**src/etpr_pkg.sv**
```systemverilog
`default_nettype none

package etpr_pkg;

  // Sample and fraction formats.
  localparam int SAMPLE_BITS = 16;
  localparam int FRAC_BITS   = 16;

  // Envelope scale: the sum of two magnitudes reaches 2^SAMPLE_BITS.
  localparam int LEVEL_W   = SAMPLE_BITS + 1;
  // Tune and use: Q0.FRAC_BITS with room for exactly 1.0.
  localparam int TUNE_W    = FRAC_BITS + 1;
  localparam int THR_W     = 17;
  localparam int STEP_W    = 17;
  localparam int COEF_W    = 17;
  localparam int WHAMMY_W  = 7;
  localparam int RATIO_W   = 20;
  localparam int MODE_W    = 2;

  localparam int CFG_IDX_W  = 3;
  localparam int CFG_DATA_W = 20;

  localparam logic [TUNE_W-1:0] ONE_Q = TUNE_W'(1) << FRAC_BITS;

  // Shared multiplier geometry.
  localparam int MUL_W  = 24;
  localparam int PROD_W = 2 * MUL_W;

  // Division by 127 through a reciprocal: floor(x / 127) equals
  // (x * RECIP_127) >> RECIP_SHIFT for every x below 8729608, which covers
  // the largest rounded whammy product.
  localparam logic [MUL_W-1:0] RECIP_127   = 24'd8454661;
  localparam int               RECIP_SHIFT = 30;
  localparam logic [MUL_W-1:0] ROUND_127   = 24'd63;

  typedef enum logic [MODE_W-1:0] {
    MODE_ENV    = 2'd0,
    MODE_WHAMMY = 2'd1,
    MODE_INV    = 2'd2,
    MODE_RSVD   = 2'd3
  } mode_e;

  typedef enum logic [1:0] {
    PH_IDLE = 2'd0,
    PH_UP   = 2'd1,
    PH_WAIT = 2'd2,
    PH_DOWN = 2'd3
  } ramp_phase_e;

  typedef enum logic [CFG_IDX_W-1:0] {
    REG_MODE      = 3'd0,
    REG_THRESHOLD = 3'd1,
    REG_ATTACK    = 3'd2,
    REG_DECAY     = 3'd3,
    REG_RELEASE   = 3'd4,
    REG_WHAMMY    = 3'd5,
    REG_RANGE     = 3'd6,
    REG_INTERVAL  = 3'd7
  } cfg_reg_e;

  typedef enum logic [2:0] {
    SQ_IDLE  = 3'd0,
    SQ_ENV_A = 3'd1,
    SQ_ENV_B = 3'd2,
    SQ_TRACK = 3'd3,
    SQ_SCALE = 3'd4,
    SQ_DIV   = 3'd5,
    SQ_RATIO = 3'd6,
    SQ_DONE  = 3'd7
  } seq_e;

endpackage

`default_nettype wire

```
**src/envelope_triggered_pitch_ramp_top.sv**
```systemverilog
`default_nettype none

// Envelope-triggered pitch ramp. Each item is one stereo sample pair; each
// item yields one result with the mono mix, the tune ramp value after this
// sample, the ramp phase and the pitch ratio 1 + (range - 1) * use in Q4.16.
// All multiplications run through one registered 24x24 multiplier that a
// small sequencer steps through: release blend (two products), whammy
// scaling, division by 127 via a reciprocal, and the ratio product. In the
// envelope modes (0 and 2) an item steps through ENV_A, ENV_B, TRACK, SCALE,
// DIV, RATIO and DONE; in modes 1 and 3 the envelope steps are skipped and
// an item goes straight to SCALE. No new item is accepted until the last
// one leaves DONE; a finished result sits in an output register, and the
// next item is accepted while it waits. The configuration port is always
// ready and should be written only while the block is idle.
module envelope_triggered_pitch_ramp_top (
  input  logic                                   clk_i,
  input  logic                                   rst_ni,
  input  logic                                   cfg_valid_i,
  output logic                                   cfg_ready_o,
  input  logic [etpr_pkg::CFG_IDX_W-1:0]         cfg_index_i,
  input  logic [etpr_pkg::CFG_DATA_W-1:0]        cfg_data_i,
  input  logic                                   in_valid_i,
  output logic                                   in_ready_o,
  input  logic signed [etpr_pkg::SAMPLE_BITS-1:0] left_sample_i,
  input  logic signed [etpr_pkg::SAMPLE_BITS-1:0] right_sample_i,
  output logic                                   out_valid_o,
  input  logic                                   out_ready_i,
  output logic signed [etpr_pkg::SAMPLE_BITS-1:0] mono_sample_o,
  output logic [etpr_pkg::TUNE_W-1:0]            tune_level_o,
  output logic [1:0]                             ramp_phase_o,
  output logic [etpr_pkg::RATIO_W-1:0]           pitch_ratio_o
);
  import etpr_pkg::*;

  // Configuration registers.
  mode_e               mode_q;
  logic [THR_W-1:0]    thr_q;
  logic [STEP_W-1:0]   attack_q;
  logic [STEP_W-1:0]   decay_q;
  logic [COEF_W-1:0]   release_q;
  logic [WHAMMY_W-1:0] whammy_q;
  logic [RATIO_W-1:0]  range_q;
  logic                iz_q;

  // Sequencer and tracking state.
  seq_e                state_q, state_d;
  logic [LEVEL_W-1:0]  env_q;
  ramp_phase_e         phase_q;
  logic [TUNE_W-1:0]   tune_q;

  // Per-item working registers.
  logic [LEVEL_W-1:0]          sum_q;
  logic signed [SAMPLE_BITS-1:0] mono_q;
  logic [2*LEVEL_W-2:0]        acc_q;
  logic [TUNE_W-1:0]           use_q;

  // Result register.
  logic                          out_valid_q;
  logic signed [SAMPLE_BITS-1:0] out_mono_q;
  logic [TUNE_W-1:0]             out_tune_q;
  ramp_phase_e                   out_phase_q;
  logic [RATIO_W-1:0]            out_ratio_q;

  // Shared multiplier connections.
  logic              mul_en;
  logic [MUL_W-1:0]  mul_a, mul_b;
  logic [PROD_W-1:0] prod;

  logic                  in_fire;
  logic                  out_load;
  logic                  tracking;
  logic [COEF_W-1:0]     c_sat;
  logic [LEVEL_W-1:0]    sum_n;
  logic signed [SAMPLE_BITS-1:0] mono_n;
  logic [MUL_W-1:0]      div_x;
  logic [TUNE_W-1:0]     quot;
  logic [TUNE_W-1:0]     use_n;
  logic [RATIO_W:0]      ratio_n;
  logic [LEVEL_W-1:0]    env_n;
  ramp_phase_e           phase_n;
  logic [TUNE_W-1:0]     tune_n;

  assign cfg_ready_o = 1'b1;
  assign in_ready_o  = (state_q == SQ_IDLE);
  assign in_fire     = in_valid_i && in_ready_o;
  assign out_load    = (state_q == SQ_DONE) && (!out_valid_q || out_ready_i);
  assign tracking    = (mode_q == MODE_ENV) || (mode_q == MODE_INV);

  // The release weight saturates at 1.0.
  assign c_sat = (release_q > COEF_W'(ONE_Q)) ? COEF_W'(ONE_Q) : release_q;

  // Magnitude sum and mono mix straight from the accepted sample pair. The
  // floored half of a 17-bit sum always fits the sample range, so no clamp
  // is needed.
  always_comb begin
    logic signed [LEVEL_W-1:0] l_ext, r_ext, abs_l, abs_r, lr_sum;
    l_ext  = LEVEL_W'(left_sample_i);
    r_ext  = LEVEL_W'(right_sample_i);
    abs_l  = l_ext[LEVEL_W-1] ? -l_ext : l_ext;
    abs_r  = r_ext[LEVEL_W-1] ? -r_ext : r_ext;
    sum_n  = LEVEL_W'(abs_l) + LEVEL_W'(abs_r);
    lr_sum = l_ext + r_ext;
    mono_n = lr_sum[LEVEL_W-1:1];
  end

  // Envelope, phase and tune update for one sample, applied in order.
  always_comb begin
    logic [2*LEVEL_W-1:0] blend;
    logic [THR_W+1:0]     t3;
    logic [TUNE_W+1:0]    tn;
    blend   = {1'b0, acc_q} + (2*LEVEL_W)'(prod[2*LEVEL_W-2:0]);
    env_n   = (sum_q > env_q) ? sum_q : blend[FRAC_BITS +: LEVEL_W];
    t3      = ((THR_W+2)'(thr_q) + (THR_W+2)'({thr_q, 1'b0})) >> 2;
    phase_n = phase_q;
    tn      = (TUNE_W+2)'(tune_q);
    if (env_n <= LEVEL_W'(thr_q >> 1)) begin
      phase_n = PH_IDLE;
      tn      = '0;
    end
    if (phase_n == PH_IDLE && env_n >= LEVEL_W'(thr_q)) begin
      phase_n = PH_UP;
    end
    if (phase_n == PH_UP) begin
      tn = tn + (TUNE_W+2)'(attack_q);
      if (tn >= (TUNE_W+2)'(ONE_Q)) begin
        phase_n = PH_WAIT;
      end
    end
    if (phase_n == PH_WAIT) begin
      tn = (TUNE_W+2)'(ONE_Q);
      if ((THR_W+2)'(env_n) < t3) begin
        phase_n = PH_DOWN;
      end
    end
    if (phase_n == PH_DOWN) begin
      if (tn <= (TUNE_W+2)'(decay_q)) begin
        tn      = '0;
        phase_n = PH_IDLE;
      end else begin
        tn = tn - (TUNE_W+2)'(decay_q);
      end
    end
    tune_n = tn[TUNE_W-1:0];
  end

  // Dividend for the rounded division by 127: whammy alone in mode 1,
  // tune times whammy otherwise.
  assign div_x = (mode_q == MODE_WHAMMY)
               ? MUL_W'({whammy_q, {FRAC_BITS{1'b0}}}) + ROUND_127
               : MUL_W'(prod[TUNE_W+WHAMMY_W-1:0]) + ROUND_127;
  assign quot  = prod[RECIP_SHIFT +: TUNE_W];

  always_comb begin
    case (mode_q)
      MODE_WHAMMY: use_n = quot;
      MODE_ENV:    use_n = iz_q ? quot : tune_q;
      MODE_INV:    use_n = ONE_Q - tune_q;
      default:     use_n = tune_q;
    endcase
  end

  // ratio = 1 - use + range * use, the last term truncated.
  assign ratio_n = (RATIO_W+1)'(ONE_Q) - (RATIO_W+1)'(use_q)
                 + (RATIO_W+1)'(prod[FRAC_BITS +: RATIO_W]);

  // Sequencer: next state and multiplier operands.
  always_comb begin
    state_d = state_q;
    mul_en  = 1'b0;
    mul_a   = '0;
    mul_b   = '0;
    case (state_q)
      SQ_IDLE: begin
        if (in_fire) begin
          state_d = tracking ? SQ_ENV_A : SQ_SCALE;
        end
      end
      SQ_ENV_A: begin
        mul_en  = 1'b1;
        mul_a   = MUL_W'(sum_q);
        mul_b   = MUL_W'(c_sat);
        state_d = SQ_ENV_B;
      end
      SQ_ENV_B: begin
        mul_en  = 1'b1;
        mul_a   = MUL_W'(env_q);
        mul_b   = MUL_W'(COEF_W'(ONE_Q) - c_sat);
        state_d = SQ_TRACK;
      end
      SQ_TRACK: begin
        state_d = SQ_SCALE;
      end
      SQ_SCALE: begin
        mul_en  = 1'b1;
        mul_a   = MUL_W'(tune_q);
        mul_b   = MUL_W'(whammy_q);
        state_d = SQ_DIV;
      end
      SQ_DIV: begin
        mul_en  = 1'b1;
        mul_a   = div_x;
        mul_b   = RECIP_127;
        state_d = SQ_RATIO;
      end
      SQ_RATIO: begin
        mul_en  = 1'b1;
        mul_a   = MUL_W'(use_n);
        mul_b   = MUL_W'(range_q);
        state_d = SQ_DONE;
      end
      SQ_DONE: begin
        if (out_load) begin
          state_d = SQ_IDLE;
        end
      end
      default: state_d = SQ_IDLE;
    endcase
  end

  etpr_mul u_mul (
    .clk_i (clk_i),
    .en_i  (mul_en),
    .a_i   (mul_a),
    .b_i   (mul_b),
    .p_o   (prod)
  );

  // Control state, configuration and tracking state.
  always_ff @(posedge clk_i or negedge rst_ni) begin
    if (!rst_ni) begin
      state_q     <= SQ_IDLE;
      out_valid_q <= 1'b0;
      mode_q      <= MODE_ENV;
      thr_q       <= 17'd6554;
      attack_q    <= 17'd114;
      decay_q     <= 17'd114;
      release_q   <= 17'd655;
      whammy_q    <= '0;
      range_q     <= RATIO_W'(ONE_Q);
      iz_q        <= 1'b1;
      env_q       <= '0;
      phase_q     <= PH_IDLE;
      tune_q      <= '0;
    end else begin
      state_q <= state_d;
      if (out_load) begin
        out_valid_q <= 1'b1;
      end else if (out_ready_i) begin
        out_valid_q <= 1'b0;
      end
      if (state_q == SQ_TRACK) begin
        env_q   <= env_n;
        phase_q <= phase_n;
        tune_q  <= tune_n;
      end
      if (cfg_valid_i) begin
        case (cfg_reg_e'(cfg_index_i))
          REG_MODE:      mode_q    <= mode_e'(cfg_data_i[MODE_W-1:0]);
          REG_THRESHOLD: thr_q     <= cfg_data_i[THR_W-1:0];
          REG_ATTACK:    attack_q  <= cfg_data_i[STEP_W-1:0];
          REG_DECAY:     decay_q   <= cfg_data_i[STEP_W-1:0];
          REG_RELEASE:   release_q <= cfg_data_i[COEF_W-1:0];
          REG_WHAMMY:    whammy_q  <= cfg_data_i[WHAMMY_W-1:0];
          REG_RANGE:     range_q   <= cfg_data_i[RATIO_W-1:0];
          REG_INTERVAL:  iz_q      <= cfg_data_i[0];
          default:       ;
        endcase
      end
    end
  end

  // Working and result payload.
  always_ff @(posedge clk_i) begin
    if (in_fire) begin
      sum_q  <= sum_n;
      mono_q <= mono_n;
    end
    if (state_q == SQ_ENV_B) begin
      acc_q <= prod[2*LEVEL_W-2:0];
    end
    if (state_q == SQ_RATIO) begin
      use_q <= use_n;
    end
    if (out_load) begin
      out_mono_q  <= mono_q;
      out_tune_q  <= tune_q;
      out_phase_q <= phase_q;
      out_ratio_q <= ratio_n[RATIO_W-1:0];
    end
  end

  assign out_valid_o   = out_valid_q;
  assign mono_sample_o = out_mono_q;
  assign tune_level_o  = out_tune_q;
  assign ramp_phase_o  = out_phase_q;
  assign pitch_ratio_o = out_ratio_q;

  // The tune ramp never leaves [0, 1.0].
  a_tune_range : assert property (@(posedge clk_i) disable iff (!rst_ni)
    tune_q <= ONE_Q)
    else $error("tune above 1.0");

  // An idle ramp always rests at zero tune.
  a_idle_zero : assert property (@(posedge clk_i) disable iff (!rst_ni)
    (phase_q == PH_IDLE) |-> (tune_q == '0))
    else $error("idle phase with nonzero tune");

  // Holding means the tune sits at exactly 1.0; rising means below it.
  a_wait_full : assert property (@(posedge clk_i) disable iff (!rst_ni)
    ((phase_q == PH_WAIT) |-> (tune_q == ONE_Q)) and
    ((phase_q == PH_UP) |-> (tune_q < ONE_Q)))
    else $error("tune inconsistent with phase");

  // The envelope stays on the sample-sum scale.
  a_env_range : assert property (@(posedge clk_i) disable iff (!rst_ni)
    env_q <= (LEVEL_W'(1) << SAMPLE_BITS))
    else $error("envelope out of range");

  // An accepted item keeps the block busy in the following cycle.
  a_busy_after_accept : assert property (@(posedge clk_i) disable iff (!rst_ni)
    in_fire |=> !in_ready_o)
    else $error("ready right after accept");

endmodule

`default_nettype wire

```
**src/etpr_mul.sv**
```systemverilog
`default_nettype none

module etpr_mul (
  input  logic                        clk_i,
  input  logic                        en_i,
  input  logic [etpr_pkg::MUL_W-1:0]  a_i,
  input  logic [etpr_pkg::MUL_W-1:0]  b_i,
  output logic [etpr_pkg::PROD_W-1:0] p_o
);
  import etpr_pkg::*;

  logic [PROD_W-1:0] p_q;

  // Product register; it holds its value while the unit is not in use.
  always_ff @(posedge clk_i) begin
    if (en_i) begin
      p_q <= PROD_W'(a_i) * PROD_W'(b_i);
    end
  end

  assign p_o = p_q;

endmodule

`default_nettype wire
```
**config.mk**
```make
export PLATFORM = sky130hd
export DESIGN_NAME = envelope_triggered_pitch_ramp_top
export DESIGN_NICKNAME = d
export VERILOG_FILES = /design/src/etpr_pkg.sv /design/src/envelope_triggered_pitch_ramp_top.sv /design/src/etpr_mul.sv
export SDC_FILE = /design/constraint.sdc
export NUM_CORES = 2
export LEC_CHECK = 0
export ABC_AREA = 1
export BUFFER_PORTS_ARGS = -buffer_cell sky130_fd_sc_hd__buf_2
export CORE_UTILIZATION = 25
export CTS_CLUSTER_DIAMETER = 50
export DETAILED_ROUTE_END_ITERATION = 6
export PLACE_DENSITY_LB_ADDON = 0.08
export SYNTH_ARGS = -nofsm -noshare
export SYNTH_HDL_FRONTEND = slang
export SYNTH_SLANG_ARGS = --single-unit
```
**constraint.sdc**
```tcl
create_clock -name clk_i -period 7.9 [get_ports clk_i]
set_input_delay 0.395 -clock clk_i [delete_from_list [all_inputs] [get_ports clk_i]]
set_output_delay 0.395 -clock clk_i [all_outputs]
set_load 0.005 [all_outputs]
```
==> reports/qor.tcl <==
set qor(number_of_antenna_violations_at_the_first_check_in_global_routing) 22
set qor(synth.yosys.warnings) 0
set qor(hold_path.class) {primary input to flop}
set qor(fill_cells) 16610
set qor(ys_flop_type) {edfxtp_1}
set qor(initial_utilization) 0.2514
set qor(shortest_clock_period_the_worst_path_allows_after_layout_ns) 8.753
set qor(worst_path_most_repeated_cell) {fa_1}
set qor(worstPathMaxFanout) 5
set qor(first_global_vias) 36100
set qor(grt_max_degree) 88
set qor(cap_violations) 0
set qor(global_placement_routability_congestion) 0.8892
set qor(path_clk_slew_ns) 0.06
set qor(outcome) {complete, but fails checks}
set qor(grt_first_pass_wirelength_mm) 232.6
set qor(detailroute.via_count) 35170
set qor(hpwlAfterDp_mm) 133.5
set qor(timing_max_transition_violations_final) 0
set qor(wl_mm) 157.7
set qor(final_cell_area_mm2) 0.05547
set qor(grt_util_all_layers) 0.1953
set qor(timing_worst_slew_pin_value_ns) 1.257
set qor(max_slew_margin) 0.1610
set qor(routedWlPerCell_um) 19.65
set qor(area_taken_by_multi_input_logic_gates_mm2) 0.02959
set qor(clkSinkCount) 323
set qor(layout-area-overhead-vs-synth_pct) 39.45
set qor(final-setup-viol-count) 26
set qor(final.setup_skew_ns) 0.04590
set qor(clock_insertion_delay_worst_skew_ns) 0.65
set qor(io_pins) 118
set qor(die_x_um) 400.9
set qor(die_h_um) 400.9
set qor(crit_family) {adder cells}
set qor(worst_ep_arrival_time_ns) 9.11
set qor(netlist_area_mm2) 0.03978
set qor(violations_in_the_final_reports) {negative setup slack}
set qor(number_of_nets_at_the_end_of_the_flow) 6825
set qor(slowest_cell_on_the_critical_path) {fa_1}
set qor(report.final.hold_viol_count) 0
set qor(std_cell_rows) 146
set qor(post_synthesis_async_set_or_reset_flop_share) 0.4272
set qor(final_layout_size_suffix_gt1_frac) 0.2851
set qor(cp_slowest_stage_delay_ns) 0.55
set qor(tns_ns) -15.09
set qor(setup.worst_path.end_class) {flop}
set qor(drtAntennaViolNets) 0
set qor(rsz_0062_raised_after_global_routing) {true}
set qor(dpl_cell_area_mm2) 0.05038
set qor(crit_buf_inv) 10
set qor(tritoncts) {done}
set qor(timing.setup.critical_path_class) {flop to flop}
set qor(worst_ep_required_time_ns) 8.26
set qor(period_share) 1.108
set qor(fmax_ghz) 0.1142
set qor(cts-root-buf) {clkbuf_16}
set qor(drt_drc) 0
set qor(synth-edff-count) 185
set qor(register_area_mm2) 0.009039
set qor(drt-vias-per-instance) 4.383
set qor(design.core.area_mm2) 0.1582
set qor(synthesis.area_per_instance_um2) 8.534
set qor(startpoint_type) {flop}
set qor(synth-seq-cells) 323
set qor(floorplan.die_area_mm2) 0.1607
set qor(final.hold.worst_slack_ns) 0.06635
set qor(seq_total_area_yosys) 0.2272
set qor(dr.first_iter.drc_count) 2028
set qor(fin_ws_ns) -0.8528
set qor(ctsLongestPathBuffers) 3
set qor(htreeDepth) 2
set qor(placement.io_buffers) 116
set qor(post-route-util) 0.3506
set qor(gr-total-overflow) 0
set qor(firstDrtPassIters) 5
set qor(postSynthCellCount) 4661
set qor(netlist-cell-type-count) 74
set qor(cts-buffers-inserted) 52
-- worst reg2reg max path: cells and delay by family (launching register included) --
kind                       cells  cell delay (ns)
AOI/OAI and AO/OA              3             0.77
and+or+nand+nor               20             2.24
xor gates and xnor gates       1             0.15
DFF                            1             0.44
buffers and inverters         10             0.86
adders and majority gates      9             4.01
-- cell usage after synthesis (9+ instances only) --
library cell | number | area [um^2]
dfrtp_1 | 115 | 2878
nand3_1 | 95 | 475.5
nand2_1 | 911 | 3420
o22ai_1 | 9 | 56.30
nor4_1 | 17 | 106.4
ha_1 | 374 | 4679
buf_6 | 9 | 101.4
xnor2_1 | 64 | 560.5
xor2_1 | 125 | 1095
buf_2 | 19 | 95.09
a221oi_1 | 19 | 166.4
fa_1 | 487 | 9749
a211oi_1 | 14 | 105.1
o21a_1 | 19 | 142.6
o21bai_1 | 14 | 105.1
nor3_1 | 41 | 205.2
nand2_2 | 24 | 150.1
o211ai_1 | 31 | 232.7
nand4_1 | 32 | 200.2
o21ai_0 | 248 | 1241
nor2_1 | 303 | 1137
a21o_1 | 10 | 75.07
o21ai_1 | 17 | 85.08
inv_2 | 12 | 45.04
or2_2 | 10 | 62.56
edfxtp_1 | 185 | 5555
a31oi_1 | 20 | 125.1
dfstp_2 | 23 | 604.3
o31ai_1 | 12 | 90.09
inv_1 | 953 | 3577
clkbuf_1 | 55 | 206.5
a21oi_1 | 266 | 1331
a22oi_1 | 9 | 67.56
a21boi_0 | 11 | 82.58
-- metrics by stage --
stage | instances | setup slack (ns)
floorplan | 4844 | -0.05191
detailed placement | 7803 | -1.062
global route | 8021 | -1.155
CTS | 7965 | -0.8494
global placement | 7803 | -1.057
finish | 8025 | -0.8528
-- metal layers --
metal  share of wire  GRT usage  wire (um)
met4           0.018    0.03489       2897
met1            0.49     0.2849      76750
met2            0.45     0.3063      70500
met3           0.048    0.02947       7501
met5         0.00036          0         57
-- layout by cell type, fill, tap and decap left out, drive strengths merged, types with 19 or more instances in the layout --
master  instances
ha            374
nand3          98
buf          1102
edfxtp        185
o21ai         272
dfstp          23
clkinv         19
nor4           19
nor2          315
nor3           45
a21oi         268
conb          185
a31oi          20
inv           984
dfrtp         115
o21a           19
xor2          125
fa            487
a221oi         19
nand2         941
nand4          33
clkbuf         58
o211ai         33
xnor2          64
-- registers in the layout, summed over array words and instances, names as in the netlist, 20 cells and up --
signal	count
range_q	20
u_mul.p_o	47
pitch_ratio_o	20
acc_q	33
-- worst paths after layout --
path                             start          endpoint  slack [ns]  cells after the start
min reg2reg                  mono_q[3]  mono_sample_o[3]        0.42                      0
max reg2reg                  tune_q[1]     u_mul.p_o[43]       -0.85                     43
min                        out_ready_i       out_valid_o        0.07                      2
max in group asynchronous       rst_ni         tune_q[1]        6.01                      3
max                          tune_q[1]     u_mul.p_o[43]       -0.85                     43
min in group asynchronous       rst_ni         thr_q[14]        0.46                      2
-- area by class of cell --
| class | count | share of cell area |
|---|---|---|
| Multi-Input combinational cell | 3453 | 0.5334 |
| Sequential cell | 323 | 0.1630 |
| Timing Repair Buffer | 1103 | 0.1584 |
| Inverter | 971 | 0.06614 |
| Tap cell | 2072 | 0.04674 |
| Clock buffer | 58 | 0.02515 |
| Clock inverter | 40 | 0.006925 |
| Antenna cell | 5 | 0.0002256 |
-- kinds of logic after synthesis --
logic type                 count (synthesis)  share of synthesized area
xor gates and xnor gates                 189                    0.04162
muxes                                      2                  0.0005662
DFF                                      323                     0.2272
buffers and inverters                   1068                     0.1039
adders and majority gates                861                     0.3627
other                                      2                  0.0001888
and+or+nand+nor                         1477                     0.1558
AOI/OAI and AO/OA                        739                     0.1080
-- what timing repair did --
item,CTS,global route
endpoints found under the hold margin,71,0
setup endpoints to repair,49,52
gates cloned,2,1
setup buffers,77,60
hold buffers,1,0
gates resized for setup,339,215
pin swaps,123,128
Power is left out: the tool's default activity adds up to more than one toggle a clock period on the data nets, which glitch-free logic cannot reach.
